### config.mk
export PLATFORM = sky130hd
export DESIGN_NAME = polyphonic_sine_synth
export DESIGN_NICKNAME = d
export VERILOG_FILES = /design/src/design/psyn_pkg.sv /design/src/design/psyn_voice_mem.sv /design/src/design/psyn_sine_pipe.sv /design/src/design/polyphonic_sine_synth.sv
export SDC_FILE = /design/constraint.sdc
export NUM_CORES = 2
export LEC_CHECK = 0
export ABC_AREA = 1
export ABC_CLOCK_PERIOD_IN_PS = 8310
export BUFFER_PORTS_ARGS = -buffer_cell sky130_fd_sc_hd__buf_2
export CORE_ASPECT_RATIO = 1.2
export CORE_MARGIN = 2
export CORE_UTILIZATION = 40
export CTS_CLUSTER_DIAMETER = 50
export CTS_CLUSTER_SIZE = 28
export DETAILED_ROUTE_END_ITERATION = 12
export GPL_TIMING_DRIVEN = 0
export REMOVE_ABC_BUFFERS = 1
export SYNTH_ARGS = -nofsm -noshare
export SYNTH_HDL_FRONTEND = slang
export SYNTH_SLANG_ARGS = --single-unit
### constraint.sdc
create_clock -name aclk -period 8.31 [get_ports aclk]
set_clock_uncertainty 0.1 [all_clocks]
set_input_delay 1.2465 -clock aclk [delete_from_list [all_inputs] [get_ports aclk]]
set_output_delay 1.2465 -clock aclk [all_outputs]
set_load 0.05 [all_outputs]
### src/design/psyn_pkg.sv
// Shared types, constants and helper functions for the polyphonic sine synthesizer.
package psyn_pkg;

    localparam int VOICES_DEF          = 8;
    localparam int SINE_INDEX_BITS_DEF = 10;
    localparam int SAMPLE_RATE         = 44100;

    localparam int AMP_W    = 24;
    localparam int PHASE_W  = 32;
    localparam int INCR_W   = 32;
    localparam int SINE_W   = 16;
    localparam int X_W      = 16;
    localparam int COEF_W   = 25;
    localparam int PROD_W   = AMP_W + SINE_W + 1;
    localparam int SAMPLE_W = 19;
    localparam int COUNT_W  = 4;
    localparam int PITCH_W  = 4;
    localparam int OCTAVE_W = 4;
    localparam int PITCHES  = 12;

    localparam logic [AMP_W-1:0] AMP_FULL = 24'hFFFFFF;
    localparam logic [AMP_W-1:0] FADE_STEP_RESET = 24'd380;

    localparam logic [COEF_W-1:0] COEF_C1 = 25'd26353589;
    localparam logic [COEF_W-1:0] COEF_C3 = 25'd10837479;
    localparam logic [COEF_W-1:0] COEF_C5 = 25'd1337020;
    localparam logic [COEF_W-1:0] COEF_C7 = 25'd78548;

    localparam logic signed [31:0] SAMPLE_MAX = 32'sd262143;
    localparam logic signed [31:0] SAMPLE_MIN = -32'sd262144;

    localparam longint unsigned INC_DEN  = 64'd100 * 64'(SAMPLE_RATE);
    localparam longint unsigned INC_HALF = INC_DEN / 2;

    localparam logic [INCR_W-1:0] INC4_TABLE [PITCHES] = '{
        32'(((64'd26163 << 32) + INC_HALF) / INC_DEN),
        32'(((64'd27718 << 32) + INC_HALF) / INC_DEN),
        32'(((64'd29366 << 32) + INC_HALF) / INC_DEN),
        32'(((64'd31113 << 32) + INC_HALF) / INC_DEN),
        32'(((64'd32963 << 32) + INC_HALF) / INC_DEN),
        32'(((64'd34923 << 32) + INC_HALF) / INC_DEN),
        32'(((64'd36999 << 32) + INC_HALF) / INC_DEN),
        32'(((64'd39200 << 32) + INC_HALF) / INC_DEN),
        32'(((64'd41530 << 32) + INC_HALF) / INC_DEN),
        32'(((64'd44000 << 32) + INC_HALF) / INC_DEN),
        32'(((64'd46616 << 32) + INC_HALF) / INC_DEN),
        32'(((64'd49388 << 32) + INC_HALF) / INC_DEN)
    };

    typedef enum logic [1:0] {
        KIND_TICK    = 2'd0,
        KIND_NOTE_ON = 2'd1,
        KIND_RELEASE = 2'd2,
        KIND_NOP     = 2'd3
    } kind_t;

    typedef enum logic [1:0] {
        STATUS_OK        = 2'd0,
        STATUS_DROPPED   = 2'd1,
        STATUS_BAD_PITCH = 2'd2
    } status_t;

    typedef enum logic [1:0] {
        ST_IDLE,
        ST_TICK,
        ST_FINISH
    } state_t;

    typedef struct packed {
        logic [INCR_W-1:0]  incr;
        logic [PHASE_W-1:0] phase;
        logic [AMP_W-1:0]   amp;
    } voice_word_t;

    typedef struct packed {
        logic               valid;
        logic               last;
        logic               act;
        logic [AMP_W-1:0]   amp;
        logic [PHASE_W-1:0] phase;
    } sine_in_t;

    typedef struct packed {
        logic                     valid;
        logic                     last;
        logic signed [PROD_W-1:0] prod;
    } sine_out_t;

    function automatic logic [INCR_W-1:0] note_incr(
        input logic [PITCH_W-1:0]  pitch,
        input logic [OCTAVE_W-1:0] octave
    );
        logic [INCR_W-1:0]   base;
        logic [OCTAVE_W-1:0] oct;
        logic [INCR_W-1:0]   result;
        base = (pitch < PITCH_W'(PITCHES)) ? INC4_TABLE[pitch] : '0;
        oct  = (octave > 4'd8) ? 4'd8 : octave;
        if (oct >= 4'd4) begin
            result = base << (oct - 4'd4);
        end else begin
            result = base >> (4'd4 - oct);
        end
        return result;
    endfunction

endpackage

### src/design/psyn_voice_mem.sv
// Voice state memory: one write port, one registered read port.
module psyn_voice_mem
    import psyn_pkg::*;
#(
    parameter int DEPTH  = VOICES_DEF,
    parameter int ADDR_W = (DEPTH > 1) ? $clog2(DEPTH) : 1
) (
    input  logic              aclk,
    input  logic              wr_en,
    input  logic [ADDR_W-1:0] wr_addr,
    input  voice_word_t       wr_data,
    input  logic              rd_en,
    input  logic [ADDR_W-1:0] rd_addr,
    output voice_word_t       rd_data
);

    voice_word_t voice_mem [DEPTH];
    voice_word_t rd_data_reg;

    always_ff @(posedge aclk) begin
        if (wr_en) begin
            voice_mem[wr_addr] <= wr_data;
        end
    end

    always_ff @(posedge aclk) begin
        if (rd_en) begin
            rd_data_reg <= voice_mem[rd_addr];
        end
    end

    assign rd_data = rd_data_reg;

endmodule

### src/design/psyn_sine_pipe.sv
// Seven-stage sine evaluation and amplitude product pipeline, one voice per cycle.
module psyn_sine_pipe
    import psyn_pkg::*;
#(
    parameter int SINE_INDEX_BITS = SINE_INDEX_BITS_DEF
) (
    input  logic      aclk,
    input  logic      aresetn,
    input  sine_in_t  sin_i,
    output sine_out_t sout_o
);

    localparam int QBITS  = SINE_INDEX_BITS - 2;
    localparam int XSHIFT = 15 - QBITS;

    logic [SINE_INDEX_BITS-1:0] idx;
    logic [X_W-1:0]             xq;
    logic [X_W-1:0]             x_in;

    logic [6:0] valid_reg;
    logic [6:0] last_reg;

    logic             s1_act_reg, s2_act_reg, s3_act_reg, s4_act_reg, s5_act_reg, s6_act_reg;
    logic             s1_neg_reg, s2_neg_reg, s3_neg_reg, s4_neg_reg, s5_neg_reg;
    logic [AMP_W-1:0] s1_amp_reg, s2_amp_reg, s3_amp_reg, s4_amp_reg, s5_amp_reg, s6_amp_reg;
    logic [X_W-1:0]   s1_x_reg, s2_x_reg, s3_x_reg, s4_x_reg, s5_x_reg;
    logic [X_W-1:0]   s2_x2_reg, s3_x2_reg, s4_x2_reg;
    logic [COEF_W-1:0] s3_t_reg, s4_t_reg, s5_t_reg;
    logic signed [SINE_W-1:0] s6_sine_reg;
    logic signed [PROD_W-1:0] s7_prod_reg;

    logic [31:0]            x_sq;
    logic [40:0]            t3_prod, t4_prod, t5_prod, m_prod;
    logic [16:0]            mag_wide;
    logic [14:0]            mag;
    logic signed [SINE_W-1:0] sine_mag;

    always_comb begin
        idx      = sin_i.phase[PHASE_W-1 -: SINE_INDEX_BITS];
        xq       = X_W'(idx[QBITS-1:0]) << XSHIFT;
        x_in     = idx[SINE_INDEX_BITS-2] ? (16'd32768 - xq) : xq;
        x_sq     = 32'(s1_x_reg) * 32'(s1_x_reg);
        t3_prod  = 41'(COEF_C7) * 41'(s2_x2_reg);
        t4_prod  = 41'(s3_t_reg) * 41'(s3_x2_reg);
        t5_prod  = 41'(s4_t_reg) * 41'(s4_x2_reg);
        m_prod   = 41'(s5_t_reg) * 41'(s5_x_reg) + 41'(24'h800000);
        mag_wide = 17'(m_prod >> 24);
        mag      = (mag_wide > 17'd32767) ? 15'h7FFF : 15'(mag_wide);
        sine_mag = signed'({1'b0, mag});
    end

    always_ff @(posedge aclk) begin
        if (!aresetn) begin
            valid_reg <= '0;
        end else begin
            valid_reg <= {valid_reg[5:0], sin_i.valid};
        end
    end

    always_ff @(posedge aclk) begin
        last_reg <= {last_reg[5:0], sin_i.last};

        s1_act_reg <= sin_i.act;
        s1_neg_reg <= idx[SINE_INDEX_BITS-1];
        s1_amp_reg <= sin_i.amp;
        s1_x_reg   <= x_in;

        s2_act_reg <= s1_act_reg;
        s2_neg_reg <= s1_neg_reg;
        s2_amp_reg <= s1_amp_reg;
        s2_x_reg   <= s1_x_reg;
        s2_x2_reg  <= X_W'(x_sq >> 15);

        s3_act_reg <= s2_act_reg;
        s3_neg_reg <= s2_neg_reg;
        s3_amp_reg <= s2_amp_reg;
        s3_x_reg   <= s2_x_reg;
        s3_x2_reg  <= s2_x2_reg;
        s3_t_reg   <= COEF_C5 - COEF_W'(t3_prod >> 15);

        s4_act_reg <= s3_act_reg;
        s4_neg_reg <= s3_neg_reg;
        s4_amp_reg <= s3_amp_reg;
        s4_x_reg   <= s3_x_reg;
        s4_x2_reg  <= s3_x2_reg;
        s4_t_reg   <= COEF_C3 - COEF_W'(t4_prod >> 15);

        s5_act_reg <= s4_act_reg;
        s5_neg_reg <= s4_neg_reg;
        s5_amp_reg <= s4_amp_reg;
        s5_x_reg   <= s4_x_reg;
        s5_t_reg   <= COEF_C1 - COEF_W'(t5_prod >> 15);

        s6_act_reg  <= s5_act_reg;
        s6_amp_reg  <= s5_amp_reg;
        s6_sine_reg <= s5_neg_reg ? -sine_mag : sine_mag;

        s7_prod_reg <= s6_act_reg ? (signed'({1'b0, s6_amp_reg}) * s6_sine_reg)
                                  : signed'(PROD_W'(0));
    end

    assign sout_o.valid = valid_reg[6];
    assign sout_o.last  = last_reg[6];
    assign sout_o.prod  = s7_prod_reg;

endmodule

### src/design/polyphonic_sine_synth.sv
// Tick: the next input is taken only once the result is in the output register.
// The tick time is set by the voice memory's single read port, one voice per cycle,
// followed by the seven-stage sine and product pipeline and the accumulator.
// Note on, release and no operation: the result goes out through the finish state likewise.
// Reset (aresetn low, synchronous) frees all voices, empties the output, fade_step = 380.
// Top level of the polyphonic sine synthesizer.
module polyphonic_sine_synth
    import psyn_pkg::*;
#(
    parameter int VOICES          = VOICES_DEF,
    parameter int SINE_INDEX_BITS = SINE_INDEX_BITS_DEF
) (
    input  logic        aclk,
    input  logic        aresetn,
    input  logic        s_tvalid,
    output logic        s_tready,
    input  logic [7:0]  s_tdata,   // [3:0] pitch_class, [7:4] octave
    input  logic [1:0]  s_tuser,   // [1:0] kind
    output logic        m_tvalid,
    input  logic        m_tready,
    output logic [23:0] m_tdata,   // [18:0] sample, [22:19] voice_count, [23] zero
    output logic [1:0]  m_tuser,   // [1:0] status
    input  logic        cfg_we,
    input  logic [23:0] cfg_wdata
);

    localparam int ADDR_W = (VOICES > 1) ? $clog2(VOICES) : 1;
    localparam int CNT_W  = $clog2(VOICES + 1);
    localparam int ACC_W  = PROD_W + $clog2(VOICES) + 1;
    localparam int SHR_W  = ACC_W - 24;

    state_t                   state_reg, state_next;
    logic [AMP_W-1:0]         fade_step_reg;
    logic [VOICES-1:0]        active_reg, active_next;
    logic [VOICES-1:0]        fading_reg, fading_next;
    logic [CNT_W-1:0]         issue_cnt_reg, issue_cnt_next;
    logic                     rd_valid_reg, rd_valid_next;
    logic                     rd_last_reg, rd_last_next;
    logic [ADDR_W-1:0]        rd_idx_reg, rd_idx_next;
    logic signed [ACC_W-1:0]  acc_reg, acc_next;
    logic [SAMPLE_W-1:0]      res_sample_reg, res_sample_next;
    status_t                  res_status_reg, res_status_next;
    logic                     m_tvalid_reg, m_tvalid_next;
    logic [SAMPLE_W-1:0]      m_sample_reg, m_sample_next;
    status_t                  m_status_reg, m_status_next;
    logic [COUNT_W-1:0]       m_count_reg, m_count_next;

    logic                     mem_we, mem_re;
    logic [ADDR_W-1:0]        mem_waddr, mem_raddr;
    voice_word_t              mem_wdata, mem_rdata;
    sine_in_t                 sin;
    sine_out_t                sout;

    logic                     in_xfer;
    kind_t                    in_kind;
    logic [PITCH_W-1:0]       in_pitch;
    logic [OCTAVE_W-1:0]      in_octave;
    logic                     free_found;
    logic [ADDR_W-1:0]        free_idx;
    logic                     wb_act, wb_fad;
    logic [AMP_W-1:0]         wb_amp;
    logic [PHASE_W-1:0]       wb_phase;
    logic signed [ACC_W-1:0]  acc_sum;
    logic signed [SHR_W-1:0]  acc_shr;
    logic signed [31:0]       acc_wide;
    logic [CNT_W-1:0]         active_cnt;

    psyn_voice_mem #(
        .DEPTH  (VOICES),
        .ADDR_W (ADDR_W)
    ) u_voice_mem (
        .aclk    (aclk),
        .wr_en   (mem_we),
        .wr_addr (mem_waddr),
        .wr_data (mem_wdata),
        .rd_en   (mem_re),
        .rd_addr (mem_raddr),
        .rd_data (mem_rdata)
    );

    psyn_sine_pipe #(
        .SINE_INDEX_BITS (SINE_INDEX_BITS)
    ) u_sine_pipe (
        .aclk    (aclk),
        .aresetn (aresetn),
        .sin_i   (sin),
        .sout_o  (sout)
    );

    always_ff @(posedge aclk) begin
        if (!aresetn) begin
            state_reg     <= ST_IDLE;
            fade_step_reg <= FADE_STEP_RESET;
            active_reg    <= '0;
            fading_reg    <= '0;
            issue_cnt_reg <= '0;
            rd_valid_reg  <= 1'b0;
            m_tvalid_reg  <= 1'b0;
        end else begin
            state_reg     <= state_next;
            active_reg    <= active_next;
            fading_reg    <= fading_next;
            issue_cnt_reg <= issue_cnt_next;
            rd_valid_reg  <= rd_valid_next;
            m_tvalid_reg  <= m_tvalid_next;
            if (cfg_we) begin
                fade_step_reg <= cfg_wdata;
            end
        end
    end

    always_ff @(posedge aclk) begin
        rd_last_reg    <= rd_last_next;
        rd_idx_reg     <= rd_idx_next;
        acc_reg        <= acc_next;
        res_sample_reg <= res_sample_next;
        res_status_reg <= res_status_next;
        m_sample_reg   <= m_sample_next;
        m_status_reg   <= m_status_next;
        m_count_reg    <= m_count_next;
    end

    always_comb begin
        in_kind   = kind_t'(s_tuser);
        in_pitch  = s_tdata[3:0];
        in_octave = s_tdata[7:4];
        in_xfer   = s_tvalid && (state_reg == ST_IDLE);

        free_found = 1'b0;
        free_idx   = '0;
        for (int v = VOICES - 1; v >= 0; v--) begin
            if (!active_reg[v]) begin
                free_found = 1'b1;
                free_idx   = ADDR_W'(v);
            end
        end

        active_cnt = '0;
        for (int v = 0; v < VOICES; v++) begin
            active_cnt = active_cnt + CNT_W'(active_reg[v]);
        end

        wb_act   = active_reg[rd_idx_reg];
        wb_fad   = fading_reg[rd_idx_reg];
        wb_amp   = mem_rdata.amp;
        if (wb_fad) begin
            wb_amp = (mem_rdata.amp > fade_step_reg) ? (mem_rdata.amp - fade_step_reg) : '0;
        end
        wb_phase = mem_rdata.phase + mem_rdata.incr;

        acc_sum  = acc_reg + ACC_W'(sout.prod);
        acc_shr  = SHR_W'(acc_sum >>> 24);
        acc_wide = 32'(acc_shr);

        sin.valid = rd_valid_reg;
        sin.last  = rd_last_reg;
        sin.act   = wb_act;
        sin.amp   = mem_rdata.amp;
        sin.phase = mem_rdata.phase;
    end

    always_comb begin
        state_next      = state_reg;
        active_next     = active_reg;
        fading_next     = fading_reg;
        issue_cnt_next  = issue_cnt_reg;
        rd_valid_next   = 1'b0;
        rd_last_next    = 1'b0;
        rd_idx_next     = rd_idx_reg;
        acc_next        = acc_reg;
        res_sample_next = res_sample_reg;
        res_status_next = res_status_reg;
        m_tvalid_next   = m_tvalid_reg && !m_tready;
        m_sample_next   = m_sample_reg;
        m_status_next   = m_status_reg;
        m_count_next    = m_count_reg;
        mem_we          = 1'b0;
        mem_waddr       = free_idx;
        mem_wdata       = '{incr: note_incr(in_pitch, in_octave), phase: '0, amp: AMP_FULL};
        mem_re          = 1'b0;
        mem_raddr       = issue_cnt_reg[ADDR_W-1:0];
        s_tready        = (state_reg == ST_IDLE);

        // write back each active voice, one per cycle, while a tick walks the memory
        if (rd_valid_reg && wb_act) begin
            mem_we          = 1'b1;
            mem_waddr       = rd_idx_reg;
            mem_wdata.incr  = mem_rdata.incr;
            mem_wdata.amp   = wb_amp;
            mem_wdata.phase = (wb_amp == '0) ? '0 : wb_phase;
            if (wb_amp == '0) begin
                active_next[rd_idx_reg] = 1'b0;
                fading_next[rd_idx_reg] = 1'b0;
            end
        end

        case (state_reg)
            ST_IDLE: begin
                if (in_xfer) begin
                    res_sample_next = '0;
                    res_status_next = STATUS_OK;
                    state_next      = ST_FINISH;
                    case (in_kind)
                        KIND_TICK: begin
                            issue_cnt_next = '0;
                            acc_next       = '0;
                            state_next     = ST_TICK;
                        end
                        KIND_NOTE_ON: begin
                            if (in_pitch >= PITCH_W'(PITCHES)) begin
                                res_status_next = STATUS_BAD_PITCH;
                            end else if (!free_found) begin
                                res_status_next = STATUS_DROPPED;
                            end else begin
                                mem_we                = 1'b1;
                                active_next[free_idx] = 1'b1;
                                fading_next[free_idx] = 1'b0;
                            end
                        end
                        KIND_RELEASE: begin
                            fading_next = fading_reg | active_reg;
                        end
                        default: begin
                        end
                    endcase
                end
            end
            ST_TICK: begin
                if (issue_cnt_reg < CNT_W'(VOICES)) begin
                    mem_re         = 1'b1;
                    rd_valid_next  = 1'b1;
                    rd_last_next   = (issue_cnt_reg == CNT_W'(VOICES - 1));
                    rd_idx_next    = issue_cnt_reg[ADDR_W-1:0];
                    issue_cnt_next = issue_cnt_reg + 1'b1;
                end
                if (sout.valid) begin
                    acc_next = acc_sum;
                    if (sout.last) begin
                        if (acc_wide > SAMPLE_MAX) begin
                            res_sample_next = SAMPLE_W'(SAMPLE_MAX);
                        end else if (acc_wide < SAMPLE_MIN) begin
                            res_sample_next = SAMPLE_W'(SAMPLE_MIN);
                        end else begin
                            res_sample_next = SAMPLE_W'(acc_wide);
                        end
                        res_status_next = STATUS_OK;
                        state_next      = ST_FINISH;
                    end
                end
            end
            ST_FINISH: begin
                if (!m_tvalid_reg || m_tready) begin
                    m_tvalid_next = 1'b1;
                    m_sample_next = res_sample_reg;
                    m_status_next = res_status_reg;
                    m_count_next  = COUNT_W'(active_cnt);
                    state_next    = ST_IDLE;
                end
            end
            default: begin
                state_next = ST_IDLE;
            end
        endcase
    end

    assign m_tvalid = m_tvalid_reg;
    assign m_tdata  = {1'b0, m_count_reg, m_sample_reg};
    assign m_tuser  = m_status_reg;

endmodule

## Word level (Yosys, flattened, before mapping)

Memories as Yosys holds them, arrays and structs flattened. A register that Yosys moved wholly into a read port is not among the register bits.
Cells that the tools add are included.

- Equality and inequality tests: 11
- Bitwise operators: 8
- Magnitude comparators: 14
- Reduce and logical (&&, ||, !) cells: 18
- Shift operators: 2
- $mul: 6
- Mux-type cells: 90
- Add/sub/neg operators: 19

Operators with widths:

| cell | number |
|---|---|
| $mux W32 | 5 |
| $mux W45 | 3 |
| $mux W8 | 13 |
| $mux W19 | 5 |
| $pmux W45 S2 | 1 |
| $mux W88 | 1 |
| $mul A25 B16 Y41 | 2 |
| $mul A25 B16 Y40 | 2 |
| $mux W24 | 2 |
| $add A45 B41 Y45 | 1 |
| $mux W15 | 3 |
| $add A41 B24 Y41 const B | 1 |
| $pmux W19 S2 | 1 |
| $add A32 B32 Y32 | 1 |
| $shl A32 B4 Y32 | 1 |
| $shr A32 B4 Y32 | 1 |
| $mul A15 B16 Y31 const A | 1 |
| $mul A16 B16 Y31 | 1 |
| $mux W3 | 9 |
| $mux W1 | 25 |
| $sub A24 B25 Y25 const A | 1 |
| $sub A25 B25 Y25 const A | 1 |
| $and A8 B8 Y8 | 3 |
| $gt A24 B24 Y1 | 1 |
| other kinds (45) | 83 |

- Memory bits (read-only): 512
- Register bits after elaboration: 569
- Memories: 2
- Bits in writable memories: 704
- Word-level logic and storage cells: 219

Memories:

| memory | words | bits a word | read ports | clocked after memory_dff | write ports | line | text |
|---|---|---|---|---|---|---|---|
| u_voice_mem.voice_mem | 8 | 88 | 1 | 1 | 1 | psyn_voice_mem.sv:17 | `voice_word_t voice_mem [DEPTH];` |
| (no name shown) | 16 | 32 | 1 | 0 | 0 | psyn_pkg.sv:96 | `base = (pitch < PITCH_W'(PITCHES)) ? INC4_TABLE[pitch] : '0;` |

## Depth between registers and ports, before layout

- Word-level depth: 19
- Mapped depth: 38
- Mapped depth without buffers: 36

## Modules after synthesis

From an unflattened synthesis, not the netlist that was laid out.

- Cell total of the unflattened synthesis: 13492
- Area total of the unflattened synthesis: 110408.4 um2

By module, submodules not included:

| module | area each (um2) | cells each | times used |
|---|---|---|---|
| psyn_sine_pipe | 61929.4 | 7935 | 1 |
| psyn_voice_mem | 33208.1 | 3147 | 1 |
| polyphonic_sine_synth | 15270.9 | 2410 | 1 |

## Least setup slack after synthesis

No wires, ideal clock.

- Kind: in2reg
- Start: in s_tuser[1]
- End: mem u_voice_mem.voice_mem[4][0] (netlist name) (enable)
- Required time: 7.674 ns
- Arrival time: 6.164 ns
- Stages on the path: 8
- Setup time: 0.536 ns
- Setup slack: 1.510 ns
- Path through: inv_1 > ha_1 > inv_1 > nor4_2 > nand2_1 > nand2_1 > nand2_1 > nor2_1

- Word-level cells in the longest chain between the ends: 6

Ends and longest elaborated chain:

| element | line | text |
|---|---|---|
| start, declared | polyphonic_sine_synth.sv:18 | `input logic [1:0] s_tuser,` |
| $eq A2 B1 Y1 | polyphonic_sine_synth.sv:203 | `case (in_kind)` |
| $mux W1 | polyphonic_sine_synth.sv:203 |  |
| $mux W1 | polyphonic_sine_synth.sv:199 | `if (in_xfer) begin` |
| $mux W1 | polyphonic_sine_synth.sv:197 | `case (state_reg)` |
| $mux W1 | psyn_voice_mem.sv:21 | `if (wr_en) begin` |
| $mux W1 (not written as such) | psyn_voice_mem.sv:22 | `voice_mem[wr_addr] <= wr_data;` |
| end, declared | psyn_voice_mem.sv:17 |  |

No other way between the ends.

## Worst setup path after layout

- Start: reg u_sine_pipe.s4_x2_reg[7]
- End: reg u_sine_pipe.s5_t_reg[19]

- Word-level cells in the longest chain between the ends: 2

Ends and longest elaborated chain:

| element | line | text |
|---|---|---|
| start, declared | psyn_sine_pipe.sv:27 | `logic [X_W-1:0] s2_x2_reg, s3_x2_reg, s4_x2_reg;` |
| start signal, assigned | psyn_sine_pipe.sv:85 | `s4_x2_reg <= s3_x2_reg;` |
| $mul A25 B16 Y40 | psyn_sine_pipe.sv:45 | `t5_prod = 41'(s4_t_reg) * 41'(s4_x2_reg);` |
| net u_sine_pipe.t5_prod[16] | psyn_sine_pipe.sv:33 | `logic [40:0] t3_prod, t4_prod, t5_prod, m_prod;` |
| $sub A25 B25 Y25 | psyn_sine_pipe.sv:92 | `s5_t_reg <= COEF_C1 - COEF_W'(t5_prod >> 15);` |
| end signal, assigned | psyn_sine_pipe.sv:92 |  |
| end, declared | psyn_sine_pipe.sv:28 | `logic [COEF_W-1:0] s3_t_reg, s4_t_reg, s5_t_reg;` |

The timed path passes the listed nets, and every way through them passes these cells.
A chain may end at the register's enable or synchronous reset.

==> flow_metrics.tcl <==
set metrics [dict create \
    global_route.overflow_total 0 \
    critical_path_arrival_ns 8.29 \
    number_of_synthesized_flops_with_an_enable_pin 886 \
    finalWirelength_mm 267 \
    clock_root_buffer "sky130_fd_sc_hd__clkbuf_16" \
    grtUsageTotal_pct 20.0 \
    die_y_um 569 \
    layout_setup_ws_ns 0.547 \
    initial_utilization_pct 40.2 \
    ctsLongestPathBuffers 3 \
    num_io_pins 67 \
    dieArea_sq_um 270000 \
    maximum_number_of_pins_on_one_net_before_global_route_repair 159 \
    fin_nets 14099 \
    final_period_minus_worst_setup_slack_ns 7.76 \
    finalHoldViolations 0 \
    timing.final.setup_violations 0 \
    wl_met3_mm 11.4 \
    synth_async_sr_flop_share_pct 0 \
    antenna_violations_before_repair 11 \
    cts_tree "done" \
    critPathKind "flip-flop to flip-flop" \
    r2r_cells 30 \
    cts_setup_buffers 0 \
    reg2reg_setup_slack_ns 0.55 \
    fp.dieW_um 475 \
    crit_path_start_kind "flip-flop" \
    worstSkewPairLatency_ns 0.81 \
    worst-slew-pin-transition_ns 1.41 \
    regToRegEndpoint "u_sine_pipe.s5_t_reg[19]$_DFF_P_" \
    worst_slew_margin_rel_pct 6.05 \
    drc 0 \
    placeableCoreArea_sq_um 265000 \
    synth_area_per_cell_sq_um 8.61 \
    area_growth_pct 8.17 \
    most_numerous_cell_on_the_critical_path "sky130_fd_sc_hd__nand2_1" \
    drv_slew 0 \
    synthesis.instances 12358 \
    layout.cells.non_filler 15811 \
    drt-vias-per-instance 4.98 \
    crit_path_end_kind "flip-flop" \
    replace_congestion 0.937 \
    cts_inserted_buffers 108 \
    pre_cts_ws_ns 0.441 \
    yosys_register_bits 1320 \
    cts_resized 0 \
    post_route_cells_drive_above_1_share_pct 3.56 \
    synth_top_flop_cell "sky130_fd_sc_hd__edfxtp_1" \
    worst_hold_path.endpoint "u_sine_pipe.s4_amp_reg[12]$_DFF_P_" \
    routed-wl-met2_mm 135 \
    ys.warnings.count 0 \
    cts.hold.buffers_added 0 \
    fp-row-count 207 \
    synth.distinct_cells 62 \
    totalNegativeSetupSlack_ns 0 \
    timing.hold.worst.start "u_sine_pipe.s3_amp_reg[12]$_DFF_P_" \
    dpl.cell_count 15601 \
    detail_route.first_pass.iterations 8 \
    grt_pass1_vias 80594 \
    finalHoldWorstSlack_ns 0.216 \
    peak_clock_frequency_supported_by_timing_mhz 129 \
    rsz_0062_raised_after_global_routing "false" \
    wire_per_inst_um 16.9 \
    dr_total_vias 78723 \
    fillCellCount 26157 \
    drtAntennaViolNets 0 \
    synth_seq_area_share_pct 33.2 \
    cap_viol_max_count 0 \
    status "finished, final reports clean" \
    path_max_fanout 25 \
    crit_path_top_delay_cell "sky130_fd_sc_hd__dfxtp_1" \
    reg2reg_from "u_sine_pipe.s4_x2_reg[7]$_DFF_P_" \
    hold_depth 0 \
    clkSinkCount 1320 \
    port_buffer_count 65 \
    synthesis.area_sq_um 106000 \
    htree_levels 3 \
    grt_pass1_wl_mm 432 \
    drt-met1-wl_mm 112 \
    slowest_delay_ns 1.25 \
    largest_register_ff_count 704 \
    clock_transition_time_at_the_flip_flop_clock_pins_of_the_worst_setup_and_hold_paths_ns 0.09 \
    top_layer "met4" \
    final.period_utilization_pct 93.4 \
    initialDrtViolationCount 5004 \
    cp.required_ns 8.84 \
    dp_hpwl_mm 199 \
    classification_of_the_worst_slack_hold_path "flip-flop to flip-flop" \
]
==> per-layer routing <==
metal	vias to the layer above	global-route usage [%]
met1	38351	25.1
li1	38164	-
met2	1746	35.8
met3	462	1.93
met4	0	6.33
met5	-	0
==> cell families (layout without fill, tap and decap cells) <==
| family | after synthesis | after routing | share of synthesized area [%] |
|---|---|---|---|
| simple gates | 4470 | 4470 | 16.7 |
| buf+inv | 2935 | 2819 | 10.4 |
| fa+ha+maj | 1901 | 1901 | 30.2 |
| compound gates | 1566 | 1566 | 8.14 |
| flops | 1320 | 1320 | 33.2 |
| xor+xnor | 164 | 164 | 1.38 |
| other cells | 2 | 18 | 0.00706 |
==> worst max-delay path by stage <==
stage / startpoint / to / slack (ns) / depth (start not counted)
4_1_cts: u_sine_pipe.s4_x2_reg[4]$_DFF_P_ / u_sine_pipe.s5_t_reg[15]$_DFF_P_ / 0.41 / 28
3_5_place_dp: u_sine_pipe.s4_x2_reg[4]$_DFF_P_ / u_sine_pipe.s5_t_reg[19]$_DFF_P_ / 0.44 / 30
6_report: u_sine_pipe.s4_x2_reg[7]$_DFF_P_ / u_sine_pipe.s5_t_reg[19]$_DFF_P_ / 0.55 / 30
2_1_floorplan: issue_cnt_reg[0]$_SDFFE_PN0P_ / u_voice_mem.rd_data[0]$_DFFE_PP_ / -6.94 / 5
3_3_place_gp: issue_cnt_reg[0]$_SDFFE_PN0P_ / u_voice_mem.rd_data[8]$_DFFE_PP_ / -27.74 / 5
5_1_grt: u_sine_pipe.s4_x2_reg[1]$_DFF_P_ / u_sine_pipe.s5_t_reg[19]$_DFF_P_ / 0.03 / 28
==> final cells by class <==
class	instances	area (sq um)	area share [%]
tap	3553	4450	3.86
antenna	5	12.5	0.0109
timing repair buffer	120	1510	1.31
inverter	2495	9390	8.16
multi-input combinational	8114	60200	52.3
clock inverter	91	1490	1.29
clock buffer	113	2760	2.40
sequential	1320	35300	30.7
==> stage by stage <==
step                instance area, sq um  utilization (%)
CTS                               115000             43.5
detailed placement                111000             41.9
global route                      115000             43.5
global placement                  109000             41.4
finish                            115000             43.5
floorplan                         105000                -
==> cell usage after synthesis (8+ instances only) <==
cell / count / area, sq um
sky130_fd_sc_hd__a21boi_0: 15 / 113
sky130_fd_sc_hd__nor4_1: 16 / 100
sky130_fd_sc_hd__edfxtp_1: 886 / 26600
sky130_fd_sc_hd__xor2_1: 99 / 867
sky130_fd_sc_hd__nand3_1: 279 / 1400
sky130_fd_sc_hd__nor3_1: 60 / 300
sky130_fd_sc_hd__a21oi_1: 452 / 2260
sky130_fd_sc_hd__buf_1: 17 / 63.8
sky130_fd_sc_hd__nand2_1: 2697 / 10100
sky130_fd_sc_hd__ha_1: 790 / 9880
sky130_fd_sc_hd__o21ai_0: 678 / 3390
sky130_fd_sc_hd__o21bai_1: 29 / 218
sky130_fd_sc_hd__a21o_1: 31 / 233
sky130_fd_sc_hd__clkbuf_1: 407 / 1530
sky130_fd_sc_hd__fa_1: 1111 / 22200
sky130_fd_sc_hd__inv_2: 14 / 52.6
sky130_fd_sc_hd__o211ai_1: 29 / 218
sky130_fd_sc_hd__nand2_2: 12 / 75.1
sky130_fd_sc_hd__a221oi_1: 8 / 70.1
sky130_fd_sc_hd__nor2_1: 1249 / 4690
sky130_fd_sc_hd__inv_1: 2476 / 9290
sky130_fd_sc_hd__o21ai_1: 20 / 100
sky130_fd_sc_hd__o22ai_1: 95 / 594
sky130_fd_sc_hd__o221ai_1: 11 / 96.3
sky130_fd_sc_hd__or2_2: 32 / 200
sky130_fd_sc_hd__nand4_1: 68 / 425
sky130_fd_sc_hd__dfxtp_1: 434 / 8690
sky130_fd_sc_hd__xnor2_1: 61 / 534
sky130_fd_sc_hd__a31oi_1: 142 / 888
sky130_fd_sc_hd__o21a_1: 22 / 165
sky130_fd_sc_hd__nand3b_1: 20 / 150
==> critical path, delay by kind of cell, from the launching register on <==
| family | cells | cell delay (ns) |
|---|---|---|
| xor+xnor | 1 | 0.51 |
| buf+inv | 7 | 0.43 |
| flops | 1 | 1.25 |
| simple gates | 14 | 1.72 |
| fa+ha+maj | 8 | 3.62 |
==> cells in the final DEF (no fill, tap or decap), drive strengths merged, types with 7 or more instances in the layout <==
| cell type | n |
|---|---|
| o211ai | 30 |
| xnor2 | 61 |
| conb | 13 |
| nand4 | 68 |
| o22ai | 95 |
| buf | 120 |
| nand3b | 20 |
| o21a | 22 |
| a21oi | 454 |
| ha | 790 |
| clkbuf | 113 |
| a221oi | 8 |
| nand2 | 2710 |
| o21ai | 702 |
| fa | 1111 |
| or2 | 35 |
| a21o | 31 |
| o221ai | 11 |
| a21boi | 15 |
| a31oi | 142 |
| nor3 | 60 |
| edfxtp | 886 |
| nand3 | 282 |
| o21bai | 33 |
| xor2 | 103 |
| nor2 | 1261 |
| clkinv | 42 |
| dfxtp | 434 |
| nor4 | 17 |
| nor3b | 7 |
| inv | 2541 |
Power is not shown: default switching activity piles up to over one toggle a cycle in this logic, so the estimate is an artifact.
